===== config.mk =====
export PLATFORM = sky130hd
export DESIGN_NAME = tlps_divider
export DESIGN_NICKNAME = d
export VERILOG_FILES = /design/src/hdl/tlps_divider.sv
export SDC_FILE = /design/constraint.sdc
export NUM_CORES = 1
export LEC_CHECK = 0
export BUFFER_PORTS_ARGS = -buffer_cell sky130_fd_sc_hd__buf_2
export CAP_MARGIN = 20
export CORE_MARGIN = 3
export CORE_UTILIZATION = 53
export CTS_CLUSTER_DIAMETER = 150
export DETAILED_ROUTE_END_ITERATION = 16
export GPL_TIMING_DRIVEN = 0
export PLACE_DENSITY = 0.75
export SLEW_MARGIN = 20
export SYNTH_ARGS = -nofsm -noshare
export SYNTH_HDL_FRONTEND = slang
export SYNTH_SLANG_ARGS = --single-unit

===== constraint.sdc =====
create_clock -name clk -period 3.5 [get_ports clk]
set_input_delay 0.525 -clock clk [delete_from_list [all_inputs] [get_ports clk]]
set_output_delay 0.525 -clock clk [all_outputs]
set_load 0.05 [all_outputs]

===== src/hdl/tlps_divider.sv =====
// Iterative 32-bit unsigned remainder unit, one quotient bit per cycle.
`timescale 1ns / 1ps

module tlps_divider (
    input  logic        clk,
    input  logic        rst_n,
    input  logic        start,
    input  logic [31:0] dividend,
    input  logic [31:0] divisor,
    output logic        done,
    output logic [31:0] remainder
);

    logic [31:0] rem_reg;
    logic [31:0] quo_reg;
    logic [31:0] div_reg;
    logic [5:0]  cnt_reg;
    logic        busy_reg;
    logic [32:0] shifted;
    logic [32:0] diff;

    assign shifted   = {rem_reg, quo_reg[31]};
    assign diff      = shifted - {1'b0, div_reg};
    assign remainder = rem_reg;

    always_ff @(posedge clk or negedge rst_n)
    begin
        if (!rst_n)
        begin
            busy_reg <= 1'b0;
            done     <= 1'b0;
            cnt_reg  <= '0;
        end
        else
        begin
            done <= 1'b0;
            if (start)
            begin
                busy_reg <= 1'b1;
                rem_reg  <= '0;
                quo_reg  <= dividend;
                div_reg  <= divisor;
                cnt_reg  <= 6'd32;
            end
            else if (busy_reg)
            begin
                rem_reg <= diff[32] ? shifted[31:0] : diff[31:0];
                quo_reg <= {quo_reg[30:0], 1'b0};
                cnt_reg <= cnt_reg - 6'd1;
                if (cnt_reg == 6'd1)
                begin
                    busy_reg <= 1'b0;
                    done     <= 1'b1;
                end
            end
        end
    end

endmodule


==> run metrics <==
status finished, final reports clean; Worst path most repeated cell buf_2; I/O pin count 100; Layout area overhead 16.3%; Syn Area/Cell 10.7 um2; Worst Skew 12.8 ps; most frequent cells in the layout buf_2 (106), edfxtp_1 (96), nor2_1 (60), nand2_1 (44), a21oi_1 (44); Crit Path Max Fanout 10; sequential area share after synthesis 47.5%; Detail Route Antenna Nets 0; drt first-iter violations 490; largest net degree at the start of global routing 43; Synth warnings 0; RSZ-0062 raised after global routing no; Vert. Die Dim 117 um; Worst-path clk slew 80 ps; TritonRoute pass-1 iters 5; CORE AREA 11,700 um2; GPL Wtd Cong 0.957; Sequential cell area 3080 um2; post-CTS setup buffers 0; Slew @ Worst Pin 1010 ps; die width 117 um; Crit path max-delay family compound AO/OA/AOI/OAI gates; max cap viols 0; cts bufs inserted 9; crit path DAT 3370 ps; initial core utilization 55.6%; post-synthesis cell count 605; n_diodes 0; number of synthesized flops with an enable pin 96; Setup WS pre-CTS 222 ps; CTS root buf clkbuf_16; Rel. slew slack 32.7%; Netlist cell types 63; first-pass GRT wire length 25,100 um; final worst slack 252 ps; hold crit path type in -> reg; Worst Path Buf+Inv 3; Nets 819; synthesized area 6480 um2; commonest non-fill, non-tap cell in the layout buf_2; Slew Viols, Final 0; CTS max path bufs 2; area of the multi-input gates 3110 um2; Worst VDD drop 0.561 mV; Core Util, Final 64.6%; Detail Placement HPWL 11,400 um; Crit-path slowest cell edfxtp_1; Crit path largest cell delay 460 ps; Detailed Route WL 15,600 um; number of port buffers 99; asr flop ratio synth 7.69%; FILL cells 910; Power Total 0.00543 W; synthesis-stage register bit count 104; GRT Util Overall 24.0%; fin crit share 92.8%; Mapped Nets 707; DRC viols 0; initial antenna violation count 0; min Tclk post-route 3250 ps; Req. time, crit path 3620 ps; Setup violations, final 0; routed vias 5,103; # H-tree levels 3; die area 13,600 um2; Fin. Hold Viols 0; CTS tree done; Static Leak 3.11 nW; drt wl/cell 18.0 um; vias in the first global route 5,088; prevailing post-synth register cell edfxtp_1; cells along the critical path ha_1 -> buf_2 -> a21oi_1 -> o21ai_0 -> a22oi_1 -> nand4b_1 -> a21oi_4 -> xor2_2 -> buf_6 -> buf_2 -> nand3b_1 -> nand2_1; count of clock tree sinks 104; Critical Path End Type register; power per cell area 720 nW/um2; Non-Filler Instances 865; Placed Cells 849; GRT Residual Overflow 0; routed vias/inst 5.90; # rows 39; WHS 327 ps; layout cells sized above 1 26.5%; Worst setup SP type register; FMAX 308 MHz; CP Class reg -> reg; Worst-Skew Late Latency 370 ps
==> cells by family after synthesis <==
family	after synthesis	share of synthesized area [%]
fa+ha+maj	35	6.87
simple gates	174	13.1
compound gates	159	17.5
buf+inv	67	4.67
flops	104	47.5
mux	34	5.85
xor+xnor	32	4.44
==> worst paths after layout <==
path / from / endpoint / slack [ps] / depth (start not counted)
worst max-delay path: remainder[12] / remainder[28] / 250 / 12
worst min-delay path: divisor[26] / div_reg[26] / 330 / 1
worst max register to register: remainder[12] / remainder[28] / 250 / 12
worst min register to register: quo_reg[26] / quo_reg[27] / 550 / 1
max in group asynchronous: rst_n / cnt_reg[0] / 2550 / 1
min in group asynchronous: rst_n / cnt_reg[1] / 350 / 1
==> worst register-to-register path, stage by stage, from the launching register on <==
cell and delay (ps):
edfxtp_1 460, ha_1 320, buf_2 170, a21oi_1 250, o21ai_0 160, a22oi_1 280
nand4b_1 190, a21oi_4 240, xor2_2 290, buf_6 210, buf_2 250, nand3b_1 140
nand2_1 60
==> per-layer routing <==
| layer | up-vias | part of all wire (%) | global-route usage [%] |
|---|---|---|---|
| li1 | 2459 | - | - |
| met1 | 2441 | 43 | 30.0 |
| met2 | 181 | 47 | 39.1 |
| met3 | 22 | 8.3 | 8.55 |
| met4 | 0 | 1.6 | 7.87 |
| met5 | - | 0 | 0 |
==> per-stage QoR <==
stage                     setup TNS, ps  area [um2]
final                                 0        7540
after global routing                  0        7540
after CTS                             0        7530
after detailed placement              0        7210
after global placement            -7770        7160
after floorplan                       0        6480
==> report_power, final <==
| part | internal, W | switching (W) |
|---|---|---|
| clock network | 0.000596 | 0.000476 |
| logic | 0.000971 | 0.00161 |
| registers | 0.00161 | 0.000166 |
==> cell usage after synthesis, drive strengths merged, types with 3 or more instances <==
master  count  area share, %
o21bai      3           0.35
nor2b       6           0.58
nand2b      5           0.48
ha         34            6.6
edfxtp     96             44
a31oi       4           0.39
a211oi     23            3.6
dfrtp       8            3.1
or3         3           0.29
and2        6           0.58
nand3      11           0.85
nand3b      3           0.35
and4        3           0.41
a211o       3           0.41
o21a        7           0.81
nand2      44            2.5
o211ai      6           0.69
and3        7           0.91
buf        19            1.9
clkbuf     10           0.58
xnor2      16            2.2
mux2i       3           0.46
inv        37            2.1
o211a       5           0.77
a21oi      55            5.0
a32oi       5           0.68
xor2       16            2.3
nor3       10           0.77
o21ai      25            1.9
a21o        5           0.58
nand4       6           0.58
nor2       60            3.5
mux2       31            5.4
o31ai       6           0.69
==> area by class of cell <==
type / count / share of cell area, %
flip-flops and latches: 104 / 40.9
inverters: 38 / 1.89
multi-input cells: 434 / 41.3
repair buffers: 101 / 7.20
plain buffers: 29 / 2.12
well taps: 143 / 2.37
clock buffers: 13 / 3.88
clock inverters: 3 / 0.349
==> repair_timing <==
item                                    in CTS  in global routing
endpoints found under the setup margin       0                 15
hold buffers                                 0                  0
gates resized for setup                      0                  1
No activity file was read; power rests on OpenSTA's default activity.
