File: src/hdl/tlps_ram.sv
// Generic single-port synchronous RAM with registered read.
`timescale 1ns / 1ps

module tlps_ram #(
    parameter int WIDTH = 8,
    parameter int DEPTH = 64
) (
    input  logic                     clk,
    input  logic                     we,
    input  logic [$clog2(DEPTH)-1:0] addr,
    input  logic [WIDTH-1:0]         wdata,
    output logic [WIDTH-1:0]         rdata
);

    logic [WIDTH-1:0] mem [DEPTH];

    always_ff @(posedge clk)
    begin
        if (we)
        begin
            mem[addr] <= wdata;
        end
        rdata <= mem[addr];
    end

endmodule

File: config.mk
export PLATFORM = sky130hd
export DESIGN_NAME = tlps_ram
export DESIGN_NICKNAME = d
export VERILOG_FILES = /design/src/hdl/tlps_ram.sv
export SDC_FILE = /design/constraint.sdc
export NUM_CORES = 1
export LEC_CHECK = 0
export BUFFER_PORTS_ARGS = -buffer_cell sky130_fd_sc_hd__clkbuf_2
export CAP_MARGIN = 30
export CORE_ASPECT_RATIO = 0.8
export CORE_MARGIN = 2
export CORE_UTILIZATION = 30
export CTS_CLUSTER_DIAMETER = 50
export DETAILED_ROUTE_END_ITERATION = 10
export MAX_ROUTING_LAYER = met4
export PLACE_DENSITY_LB_ADDON = 0.15
export SYNTH_ARGS = -nofsm -noshare
export SYNTH_HDL_FRONTEND = slang
export SYNTH_SLANG_ARGS = --single-unit
export TNS_END_PERCENT = 100
File: constraint.sdc
create_clock -name clk -period 2.7 [get_ports clk]
set_input_delay 0.54 -clock clk [delete_from_list [all_inputs] [get_ports clk]]
set_output_delay 0.54 -clock clk [all_outputs]
set_load 0.02 [all_outputs]
==> summary.md, run 1 <==
| Metric | Value |
|---|---|
| Outcome | finished clean |
| Post-route DRC | 0 |
| Total grt overflow | 0 |
| Post-cts hold buffer count | 0 |
| Worst-path fanout max | 15 |
| Final instance area | 25200 µm² |
| Sequential cell area | 15500 µm² |
| Final Setup Violations | 0 |
| IO Count | 24 |
| Vert. Die Dim | 238 µm |
| Sequential share of power | 50.4% |
| Setup TNS | 0 ns |
| Fin. max-slew vios | 0 |
| Psw | 3920 µW |
| GP Congestion | 0.851 |
| Multi-input gate area in the final layout | 4520 µm² |
| Post-Place Cells | 2260 |
| Site Rows | 85 |
| Max-slew headroom | 40.7% |
| Sw Ratio | 22.0% |
| Synth Flop Type | edfxtp_1 |
| Skew final | 0.0222 ns |
| Synth Area in Adders | 0% |
| Fin cells | 2361 |
| Pleak | 0.00848 µW |
| Via-to-Cell Ratio | 5.01 |
| Min-delay worst type | input port to flop |
| Unrepaired setup endpoints after global routing | false |
| Most frequent cells in the layout | edfxtp_1, buf_4, nor2_1 |
| Chip width | 296 µm |
| Internal power | 13900 µW |
| Pre-antenna DRT Iters | 6 |
| Place WS | -0.287 ns |
| Seq/Total Area, Yosys | 76.0% |
| N_diodes | 0 |
| P&R area growth vs syn | 23.4% |
| PnR worst setup slack | 0.254 ns |
| Vias in the first global route | 11700 |
| # resized after CTS | 0 |
| Clock Latency Late Sink | 0.62 ns |
| Clk pwr share | 43.0% |
| H-tree depth | 2 |
| CP endpoint kind | flop |
| Synth Area in Simple Gates | 5.71% |
| Endpoints failing hold | 0 |
| Initial Utilization | 30.4% |
| Port Buf Inserts | 23 |
| Worst path arrival time | 2.92 ns |
| Final WL | 61.4 mm |
| Initial antenna violation count | 0 |
| Clock net sink count | 520 |
| Compound-Gate Fraction of Synth Area | 8.08% |
| Total of warnings raised by yosys | 0 |
| Worst Path Class, Setup | input port to flop |
| Fin crit share | 90.6% |
| Avg Cell Area, Syn | 17.5 µm² |
| Clock root cell | clkbuf_16 |
| Minimum clock period | 2.45 ns |
| Filler instances | 6311 |
| CTS tree | done |
| Share of cells above drive strength 1 | 27.4% |
| Vias | 11800 |
| Worst EP required | 3.17 ns |
| Setup bufs post-CTS | 0 |
| CTS clk-pin slew, worst paths | 0.06 ns |
| Most common cell after layout, fill and taps aside | edfxtp_1 |
| Mux cell area share after synthesis | 8.26% |
| Peak Freq | 409 MHz |
| Cell count after synthesis | 1171 |
| Full die area | 70300 µm² |
| Clock Tree Buf Depth | 3 |
| Yosys reg bits | 520 |
| First-pass GRT wire length | 87.6 mm |
| Post-synth ARST share | 0% |
| PwrDens | 706 nW/µm² |
| Core area | 67300 µm² |
| Worst vdd ir | 0.442 mV |
| Number of flops mapped to enable cells by yosys | 512 |
| Post-Syn Nets | 1187 |
| Initial DRC Count | 1224 |
| Main combinational cell family by area after synthesis | multiplexers |
| Comb power frac | 6.6% |
| Synth cell types | 56 |
| Placement-stage cell area | 23400 µm² |
| DP Wirelength | 42.0 mm |
| Slew @ Worst Pin | 0.889 ns |
| Area of the mapped netlist | 20400 µm² |
| # Max-Cap Violations | 0 |
| Total GRT Usage | 18.1% |
| Wire per inst | 26.0 µm |
| TritonCTS buffer count | 54 |
| Routed Antenna Nets | 0 |
| Xor and xnor area share after synthesis | 0% |
| Pin count of the biggest net entering global routing | 45 |
| Final #Nets | 1419 |
| Startpoint class of the critical path | input port |
critical path, stage by stage:
cell,delay (ns)
buf_4,0.16
buf_12,0.16
nor2_2,0.68
nand2_1,0.10
a22oi_1,0.41
o2111ai_1,0.28
or4b_1,0.57
through the flow:
stage	hold slack, ns	total power (µW)	utilization (%)
floorplan	0.563	9630	-
global placement	0.734	10300	34.8
detailed placement	0.740	10300	34.8
CTS	0.575	18000	37.5
global route	0.618	18400	37.5
finish	0.585	17800	37.5
flip-flops by register name, summed over array words and instances (netlist names):
register	flops
mem	512
rdata	8
power by group through the flow:
stage	combinational [µW]	clock (µW)	sequential, µW
floorplan	485	0	9150
global placement	1180	0	9140
detailed placement	1180	0	9140
CTS	1180	7840	8970
global route	1250	8140	8970
finish	1170	7670	8970
metal layers:
metal / routed length [µm] / vias up / share of wire, % / global-route usage, %
met3: 3930 / 79 / 6.4 / 3.23
met5: 0 / - / 0 / -
met2: 26000 / 365 / 42 / 25.0
met1: 30400 / 6153 / 49 / 27.6
met4: 1100 / 0 / 1.8 / 4.20
li1: - / 5227 / - / -
cell usage after synthesis, types with 7 or more instances:
| cell type | n | area [µm²] |
|---|---|---|
| a21oi_1 | 28 | 140 |
| a221o_1 | 11 | 110 |
| a221oi_1 | 21 | 184 |
| a22o_1 | 10 | 87.6 |
| a22oi_1 | 40 | 300 |
| a31oi_1 | 15 | 93.8 |
| a32oi_1 | 7 | 61.3 |
| and2_1 | 9 | 56.3 |
| and3_1 | 9 | 56.3 |
| buf_2 | 30 | 150 |
| clkbuf_1 | 36 | 135 |
| dfxtp_1 | 8 | 160 |
| edfxtp_1 | 512 | 15400 |
| mux2_1 | 7 | 78.8 |
| mux2i_1 | 63 | 631 |
| mux4_2 | 41 | 923 |
| nand2_1 | 45 | 169 |
| nand2b_1 | 24 | 150 |
| nand3_1 | 8 | 40.0 |
| nand3b_1 | 12 | 90.1 |
| nor2_1 | 82 | 308 |
| nor2b_1 | 8 | 50.1 |
| o21ai_0 | 9 | 45.0 |
| o221ai_1 | 9 | 78.8 |
| o22a_1 | 11 | 96.3 |
| o22ai_1 | 22 | 138 |
| o2bb2ai_1 | 7 | 61.3 |
layout make-up:
cell class	instances	share of cell area, %
multi-input cells	567	17.9
flip-flops and latches	520	61.6
clock inverters	32	1.40
well taps	913	4.53
inverters	3	0.0446
clock buffers	69	5.82
repair buffers	257	8.75
logic make-up after synthesis:
family,after synthesis
AOI/OAI and AO/OA,222
buffers and inverters,84
DFF,520
muxes,116
and+or+nand+nor,229
path summary, 6_finish.rpt:
check                           depth (start not counted)  slack, ns  startpoint    endpoint
worst max-delay path                                    7       0.25     addr[0]    rdata[7]
worst min-delay path                                    1       0.58    wdata[4]  mem[35][4]
worst max register to register                          5       0.30   mem[2][7]    rdata[7]
worst min register to register                          4       0.74   mem[3][2]    rdata[2]
(Power assumes the default switching activity.)
==> run 2: changes to the inputs <==
--- a/config.mk
+++ b/config.mk
@@ -7,6 +7,8 @@
 export LEC_CHECK = 0
 export BUFFER_PORTS_ARGS = -buffer_cell sky130_fd_sc_hd__clkbuf_2
 export CAP_MARGIN = 30
+export CELL_PAD_IN_SITES_DETAIL_PLACEMENT = 0
+export CELL_PAD_IN_SITES_GLOBAL_PLACEMENT = 1
 export CORE_ASPECT_RATIO = 0.8
 export CORE_MARGIN = 2
 export CORE_UTILIZATION = 30
==> run 2 against run 1 <==
  * Combinational power about the same
  * First-iteration DRC count increased by 2.8%
  * Worst hold slack got worse by 0.17 ns
  * Sequential power about the same
  * Register-to-register slack about the same
  * Largest power group unchanged
  * Critical path depth decreased by 2
==> summary.md, run 2 (synthesis results as in run 1) <==
| Metric | Value |
|---|---|
| Min-delay worst type | input port to flop (unchanged) |
| Unrepaired setup endpoints after global routing | false (unchanged) |
| TritonCTS buffer count | 56 (was 54) |
| Startpoint class of the critical path | flop (was input port) |
| Skew final | 0.0254 ns (was 0.0222 ns) |
| DP Wirelength | 42.7 mm (was 42.0 mm) |
| Worst path arrival time | 2.92 ns (about the same) |
| Site Rows | 85 (unchanged) |
| Post-cts hold buffer count | 0 (unchanged) |
| Core area | 67300 µm² (unchanged) |
| Total grt overflow | 0 (unchanged) |
| Clock root cell | clkbuf_16 (unchanged) |
| Psw | 4130 µW (was 3920 µW) |
| PwrDens | 714 nW/µm² (was 706 nW/µm²) |
| Outcome | finished clean (unchanged) |
| Fin. max-slew vios | 0 (unchanged) |
| Post-route DRC | 0 (unchanged) |
| Final Setup Violations | 0 (unchanged) |
| Final #Nets | 1422 (was 1419) |
| Pre-antenna DRT Iters | 6 (unchanged) |
| Fin crit share | 89.3% (was 90.6%) |
| Sw Ratio | 22.9% (was 22.0%) |
| Pin count of the biggest net entering global routing | 65 (was 45) |
| PnR worst setup slack | 0.288 ns (was 0.254 ns) |
| Met3 GRT Util | 5.40% (was 3.23%) |
| Slew @ Worst Pin | 0.877 ns (was 0.889 ns) |
| Via-to-Cell Ratio | 5.00 (was 5.01) |
| Setup bufs post-CTS | 0 (unchanged) |
| GP Congestion | 0.889 (was 0.851) |
| Met2 usage in global routing | 25.9% (was 25.0%) |
| Most common cell after layout, fill and taps aside | edfxtp_1 (unchanged) |
| Worst-path fanout max | 1 (was 15) |
| Peak Freq | 415 MHz (was 409 MHz) |
| Full die area | 70300 µm² (unchanged) |
| H-tree depth | 2 (unchanged) |
| Biggest register | mem (unchanged) |
| Clock Latency Late Sink | 0.63 ns (was 0.62 ns) |
| # resized after CTS | 0 (unchanged) |
| Final Util | 37.5% (about the same) |
| Most frequent cells in the layout | edfxtp_1, buf_4, nor2_1 (unchanged) |
| Total GRT Usage | 18.8% (was 18.1%) |
| IO Count | 24 (unchanged) |
| Slowest stage delay, CP | 0.57 ns (was 0.68 ns) |
| Final WL | 63.7 mm (was 61.4 mm) |
| Chip width | 296 µm (unchanged) |
| Max-slew headroom | 41.5% (was 40.7%) |
| Minimum clock period | 2.41 ns (was 2.45 ns) |
| Initial antenna violation count | 5 (was 0) |
| Endpoints failing hold | 0 (unchanged) |
| Worst EP required | 3.21 ns (was 3.17 ns) |
| Vias | 11800 (about the same) |
| Clock Tree Buf Depth | 3 (unchanged) |
| Initial Utilization | 30.4% (unchanged) |
| Crit path max-delay family | multiplexers (was simple AND/OR/NAND/NOR gates) |
| CP max stage cell | or4b_1 (was nor2_2) |
| Port Buf Inserts | 23 (unchanged) |
| Crit path buffers/inverters | 0 (was 2) |
| Clock net sink count | 520 (unchanged) |
| Initial DRC Count | 1258 (was 1224) |
| P&R area growth vs syn | 23.5% (was 23.4%) |
| Overall power | 18000 µW (was 17800 µW) |
| CTS clk-pin slew, worst paths | 0.06 ns (about the same) |
| Vias in the first global route | 12000 (was 11700) |
| Sequential share of power | 49.8% (was 50.4%) |
| Busiest metal layer after global routing | met1 (unchanged) |
| Clk pwr share | 43.7% (was 43.0%) |
| First-pass GRT wire length | 90.4 mm (was 87.6 mm) |
| Worst Path Class, Setup | flop to flop (was input port to flop) |
| CP endpoint kind | flop (unchanged) |
| # Max-Cap Violations | 0 (unchanged) |
| Worst vdd ir | 0.450 mV (was 0.442 mV) |
| Share of cells above drive strength 1 | 28.1% (was 27.4%) |
| Vert. Die Dim | 238 µm (unchanged) |
| Place WS | -0.254 ns (was -0.287 ns) |
| Internal power | 13900 µW (about the same) |
| Routed Antenna Nets | 0 (unchanged) |
| Comb power frac | 6.5% (was 6.6%) |
| GR Util met1 | 27.1% (was 27.6%) |
| Pleak | 0.00849 µW (was 0.00848 µW) |
| Largest register FFs | 512 (unchanged) |
| Biggest regs | mem (512), rdata (8) (unchanged) |
| Wire per inst | 26.9 µm (was 26.0 µm) |
| CTS tree | done (unchanged) |
| Critical path, cell by cell | mux2_1 > mux4_2 > o21ai_1 > o2111ai_1 > or4b_1 (was buf_4 > buf_12 > nor2_2 > nand2_1 > a22oi_1 > o2111ai_1 > or4b_1) |
==> run 2: cell types whose count changed in the layout (fill, tap and decap cells not counted), sizes merged <==
cell and delta:
clkinvlp +5, clkbuf -3, diode +2, inv +2, buf +1, bufinv -1, clkinv +1
==> run 2: stage by stage <==
stage	hold WS, ns	setup TNS [ns]	instance area [µm²]	cells
after global routing	0.418	0	25300	2368
after global placement	0.675	-1.43	23400	2261
after detailed placement	0.661	-0.919	23400	2261
after floorplan	0.563	0	20400	1171
final	0.417	0	25300	2368
after CTS	0.406	0	25300	2366
==> run 2: cell type report <==
type,count,area (µm²)
antenna,2,5.00
clock buffer,66,1480
clock inverter,39,407
fill,6273,42100
inverter,3,11.3
multi-input combinational,567,4520
sequential,520,15500
tap,913,1140
timing repair buffer,258,2170
==> run 2: power by group through the flow <==
stage | Sequential (µW) | Clock [µW] | Combinational [µW]
6_report | 8980 | 7890 | 1170
5_1_grt | 8980 | 8380 | 1240
4_1_cts | 8980 | 8050 | 1170
3_5_place_dp | 9150 | 0 | 1170
3_3_place_gp | 9150 | 0 | 1170
2_1_floorplan | 9150 | 0 | 485
==> run 2: final timing paths <==
path	depth (start not counted)	from	slack, ns	to
worst max-delay path	5	mem[4][7]	0.29	rdata[7]
worst max register to register	5	mem[4][7]	0.29	rdata[7]
worst min-delay path	2	wdata[6]	0.42	mem[62][6]
worst min register to register	3	mem[34][7]	0.67	rdata[7]
==> run 2: worst register-to-register path, delay by kind of cell, from the launching register on <==
kind | cells | cell delay [ns]
mux | 2 | 0.74
compound gates | 2 | 0.60
simple gates | 1 | 0.58
flops | 1 | 0.37
==> run 2: layer usage <==
layer / part of all wire [%] / up-vias / wire, µm
met1: 48 / 6211 / 30800
met3: 7.3 / 93 / 4650
met4: 2.2 / 0 / 1400
met5: 0 / - / 0
met2: 42 / 297 / 26800
li1: - / 5246 / -
==> run 3: changes to the inputs <==
--- a/config.mk
+++ b/config.mk
@@ -5,6 +5,7 @@
 export SDC_FILE = /design/constraint.sdc
 export NUM_CORES = 1
 export LEC_CHECK = 0
+export ABC_AREA = 1
 export BUFFER_PORTS_ARGS = -buffer_cell sky130_fd_sc_hd__clkbuf_2
 export CAP_MARGIN = 30
 export CELL_PAD_IN_SITES_DETAIL_PLACEMENT = 0
==> run 3 against run 2 <==
  * Total power is 1.1% lower
  * Core utilization is 1.9 points lower
  * Non-clock buffer count is 105 lower
  * Design area is 2.2% higher
  * Critical path depth is 4 lower
  * Via count is 24% higher
  * Wire length is 1.2% lower
==> summary.md, run 3 <==
| Metric | Value |
|---|---|
| Outcome | finished clean (unchanged) |
| Most frequent cells in the layout | nand2_1, edfxtp_1, buf_4 (was edfxtp_1, buf_4, nor2_1) |
| Vert. Die Dim | 246 µm (was 238 µm) |
| Worst-path fanout max | 1 (unchanged) |
| Filler instances | 7333 (was 6273) |
| Port Buf Inserts | 23 (unchanged) |
| Peak Freq | 553 MHz (was 415 MHz) |
| CTS clk-pin slew, worst paths | 0.06 ns (about the same) |
| Setup TNS | 0 ns (unchanged) |
| Biggest register | mem (unchanged) |
| H-tree depth | 2 (unchanged) |
| Hold depth | 1 (was 2) |
| Initial Utilization | 30.4% (about the same) |
| Slew @ Worst Pin | 0.697 ns (was 0.877 ns) |
| Post-Place Cells | 3163 (was 2261) |
| Share of Yosys cell area claimed by the top area cell type | 69.7% (was 75.2%) |
| Post-cts hold buffer count | 0 (unchanged) |
| Largest register FFs | 512 (unchanged) |
| Startpoint class of the critical path | flop (unchanged) |
| Minimum clock period | 1.81 ns (was 2.41 ns) |
| Chip width | 307 µm (was 296 µm) |
| Clock Tree Buf Depth | 3 (unchanged) |
| Min-delay worst type | input port to flop (unchanged) |
| R2R Path End | rdata[3] (was rdata[7]) |
| Final #Nets | 2294 (was 1422) |
| Worst Path Class, Setup | flop to output pin (was flop to flop) |
| Synth cell count leaders | nand2_1, edfxtp_1, nor2_1, buf_2, inv_1 (was edfxtp_1, nor2_1, mux2i_1, nand2_1, mux4_2) |
| Worst vdd ir | 0.381 mV (was 0.450 mV) |
| Avg Cell Area, Syn | 10.2 µm² (was 17.5 µm²) |
| Max-slew headroom | 53.5% (was 41.5%) |
| Leading area contributor after synthesis | edfxtp_1 (unchanged) |
| Setup bufs post-CTS | 0 (unchanged) |
| Cell count after synthesis | 2167 (was 1171) |
| Fin. max-slew vios | 0 (unchanged) |
| Crit path buffers/inverters | 1 (was 0) |
| Clock root cell | clkbuf_16 (unchanged) |
| Most common cell in the netlist | nand2_1 (was edfxtp_1) |
| Hold path endpoint | mem[36][6] (was mem[62][6]) |
| Site Rows | 88 (was 85) |
| CP max stage cell | dfxtp_1 (was or4b_1) |
| Vias | 14600 (was 11800) |
| Slowest stage delay, CP | 0.44 ns (was 0.57 ns) |
| Crit path max-delay family | flip-flops (was multiplexers) |
| Seq/Total Area, Yosys | 70.5% (was 76.0%) |
| Most common cell after layout, fill and taps aside | nand2_1 (was edfxtp_1) |
| Total of warnings raised by yosys | 0 (unchanged) |
| Post-Syn Nets | 2183 (was 1187) |
| Worst Hold Launch | wdata[6] (unchanged) |
| Top cells by area, synth | edfxtp_1, nand2_1, nor2_1 (was edfxtp_1, mux4_2, mux2i_1) |
| CP endpoint kind | output pin (was flop) |
| Total grt overflow | 0 (unchanged) |
| IO Count | 24 (unchanged) |
| Synth Flop Type | edfxtp_1 (unchanged) |
| # Max-Cap Violations | 0 (unchanged) |
| Wire per inst | 19.3 µm (was 26.9 µm) |
| Share of cells above drive strength 1 | 11.1% (was 28.1%) |
| Full die area | 75700 µm² (was 70300 µm²) |
| Clock Latency Late Sink | 0.61 ns (was 0.63 ns) |
| CTS tree | done (unchanged) |
| Vias in the first global route | 14400 (was 12000) |
| Total GRT Usage | 17.2% (was 18.8%) |
| GP Congestion | 0.770 (was 0.889) |
| Biggest regs | mem (512), rdata (8) (unchanged) |
| Fin cells | 3267 (was 2368) |
| Number of flops mapped to enable cells by yosys | 512 (unchanged) |
| Via-to-Cell Ratio | 4.48 (was 5.00) |
| Area of the mapped netlist | 22000 µm² (was 20400 µm²) |
| Clock net sink count | 520 (unchanged) |
| TritonCTS buffer count | 57 (was 56) |
| Synth cell types | 22 (was 56) |
| Endpoints failing hold | 0 (unchanged) |
| Final Setup Violations | 0 (unchanged) |
| Post-synth ARST share | 0% (unchanged) |
| Worst Reg-to-Reg Cells | 10 (was 5) |
| Critical path, cell by cell | clkbuf_2 (was mux2_1 > mux4_2 > o21ai_1 > o2111ai_1 > or4b_1) |
| Worst EP required | 2.16 ns (was 3.21 ns) |
| Core area | 72400 µm² (was 67300 µm²) |
| First-pass GRT wire length | 93.9 mm (was 90.4 mm) |
| P&R area growth vs syn | 17.1% (was 23.5%) |
| Initial antenna violation count | 2 (was 5) |
| Fin crit share | 66.9% (was 89.3%) |
| Pre-antenna DRT Iters | 6 (unchanged) |
| Initial DRC Count | 934 (was 1258) |
| Routed Antenna Nets | 0 (unchanged) |
| Final WL | 62.9 mm (was 63.7 mm) |
| Yosys reg bits | 520 (unchanged) |
| R2r setup slk | 1.10 ns (was 0.29 ns) |
| # resized after CTS | 0 (unchanged) |
| Skew final | 0.0112 ns (was 0.0254 ns) |
| Pin count of the biggest net entering global routing | 92 (was 65) |
| Pleak | 0.0107 µW (was 0.00849 µW) |
| Worst path arrival time | 1.27 ns (was 2.92 ns) |
| DP Wirelength | 38.1 mm (was 42.7 mm) |
| PwrDens | 691 nW/µm² (was 714 nW/µm²) |
| FF-to-FF Start | mem[31][3] (was mem[4][7]) |
| Unrepaired setup endpoints after global routing | false (unchanged) |
| Post-route DRC | 0 (unchanged) |
## run 3: cell types whose count changed in the layout (fill, tap and decap cells not counted), moves of 12 or more
| cell | delta |
|---|---|
| a21oi_1 | -28 |
| a221oi_1 | -21 |
| a22oi_1 | -40 |
| a31oi_1 | -15 |
| buf_4 | -101 |
| inv_1 | +22 |
| mux2i_1 | -63 |
| mux4_2 | -41 |
| nand2_1 | +1339 |
| nand2b_1 | -24 |
| nand3b_1 | -12 |
| o22ai_1 | -22 |
## run 3: worst max-delay path by stage
stage | from | cells after the start | to
6_report | rdata[6] | 1 | rdata[6]
3_3_place_gp | addr[0] | 13 | rdata[3]
2_1_floorplan | addr[3] | 5 | mem[41][0]
4_1_cts | rdata[6] | 1 | rdata[6]
5_1_grt | addr[0] | 13 | rdata[3]
3_5_place_dp | addr[0] | 13 | rdata[3]
## run 3: layer usage
layer / vias to the layer above / part of all wire (%) / GRT usage [%] / wire length, µm
met4: 0 / 1.9 / 3.93 / 1170
li1: 7235 / - / - / -
met2: 224 / 44 / 26.2 / 27700
met1: 7105 / 51 / 24.7 / 32100
met5: - / 0 / - / 0
met3: 79 / 3.2 / 2.14 / 2030
## run 3: metrics by stage
stage                     total power (µW)  hold WS [ns]  instance area [µm²]  utilization, %  worst slack (ns)
after floorplan                       9760         0.599                22000               -             0.191
after global placement               10300         0.660                23900            33.1             0.316
after detailed placement             10300         0.672                23900            33.1             0.326
after CTS                            18100         0.370                25800            35.6             0.848
after global routing                 18500         0.391                25800            35.6             0.835
final                                17800         0.404                25800            35.6             0.892
## run 3: layout make-up
cell class | count | area [µm²] | area share (%)
Tap cell | 945 | 1180 | 4.58
Timing Repair Buffer | 153 | 1320 | 5.10
Multi-Input combinational cell | 1516 | 5810 | 22.5
Sequential cell | 520 | 15500 | 60.2
Antenna cell | 2 | 5.00 | 0.0194
Clock inverter | 33 | 318 | 1.23
Clock buffer | 68 | 1520 | 5.88
Inverter | 30 | 123 | 0.475
## run 3: report_power, final
part	internal, µW	switching, µW
registers	8930	30.1
logic	305	848
clock network	4470	3250
## run 3: cell families after synthesis
family          count (synthesis)  synth area share (%)
flops                         520                  70.5
simple gates                 1504                  26.0
buf+inv                       131                  3.16
compound gates                 12                 0.329
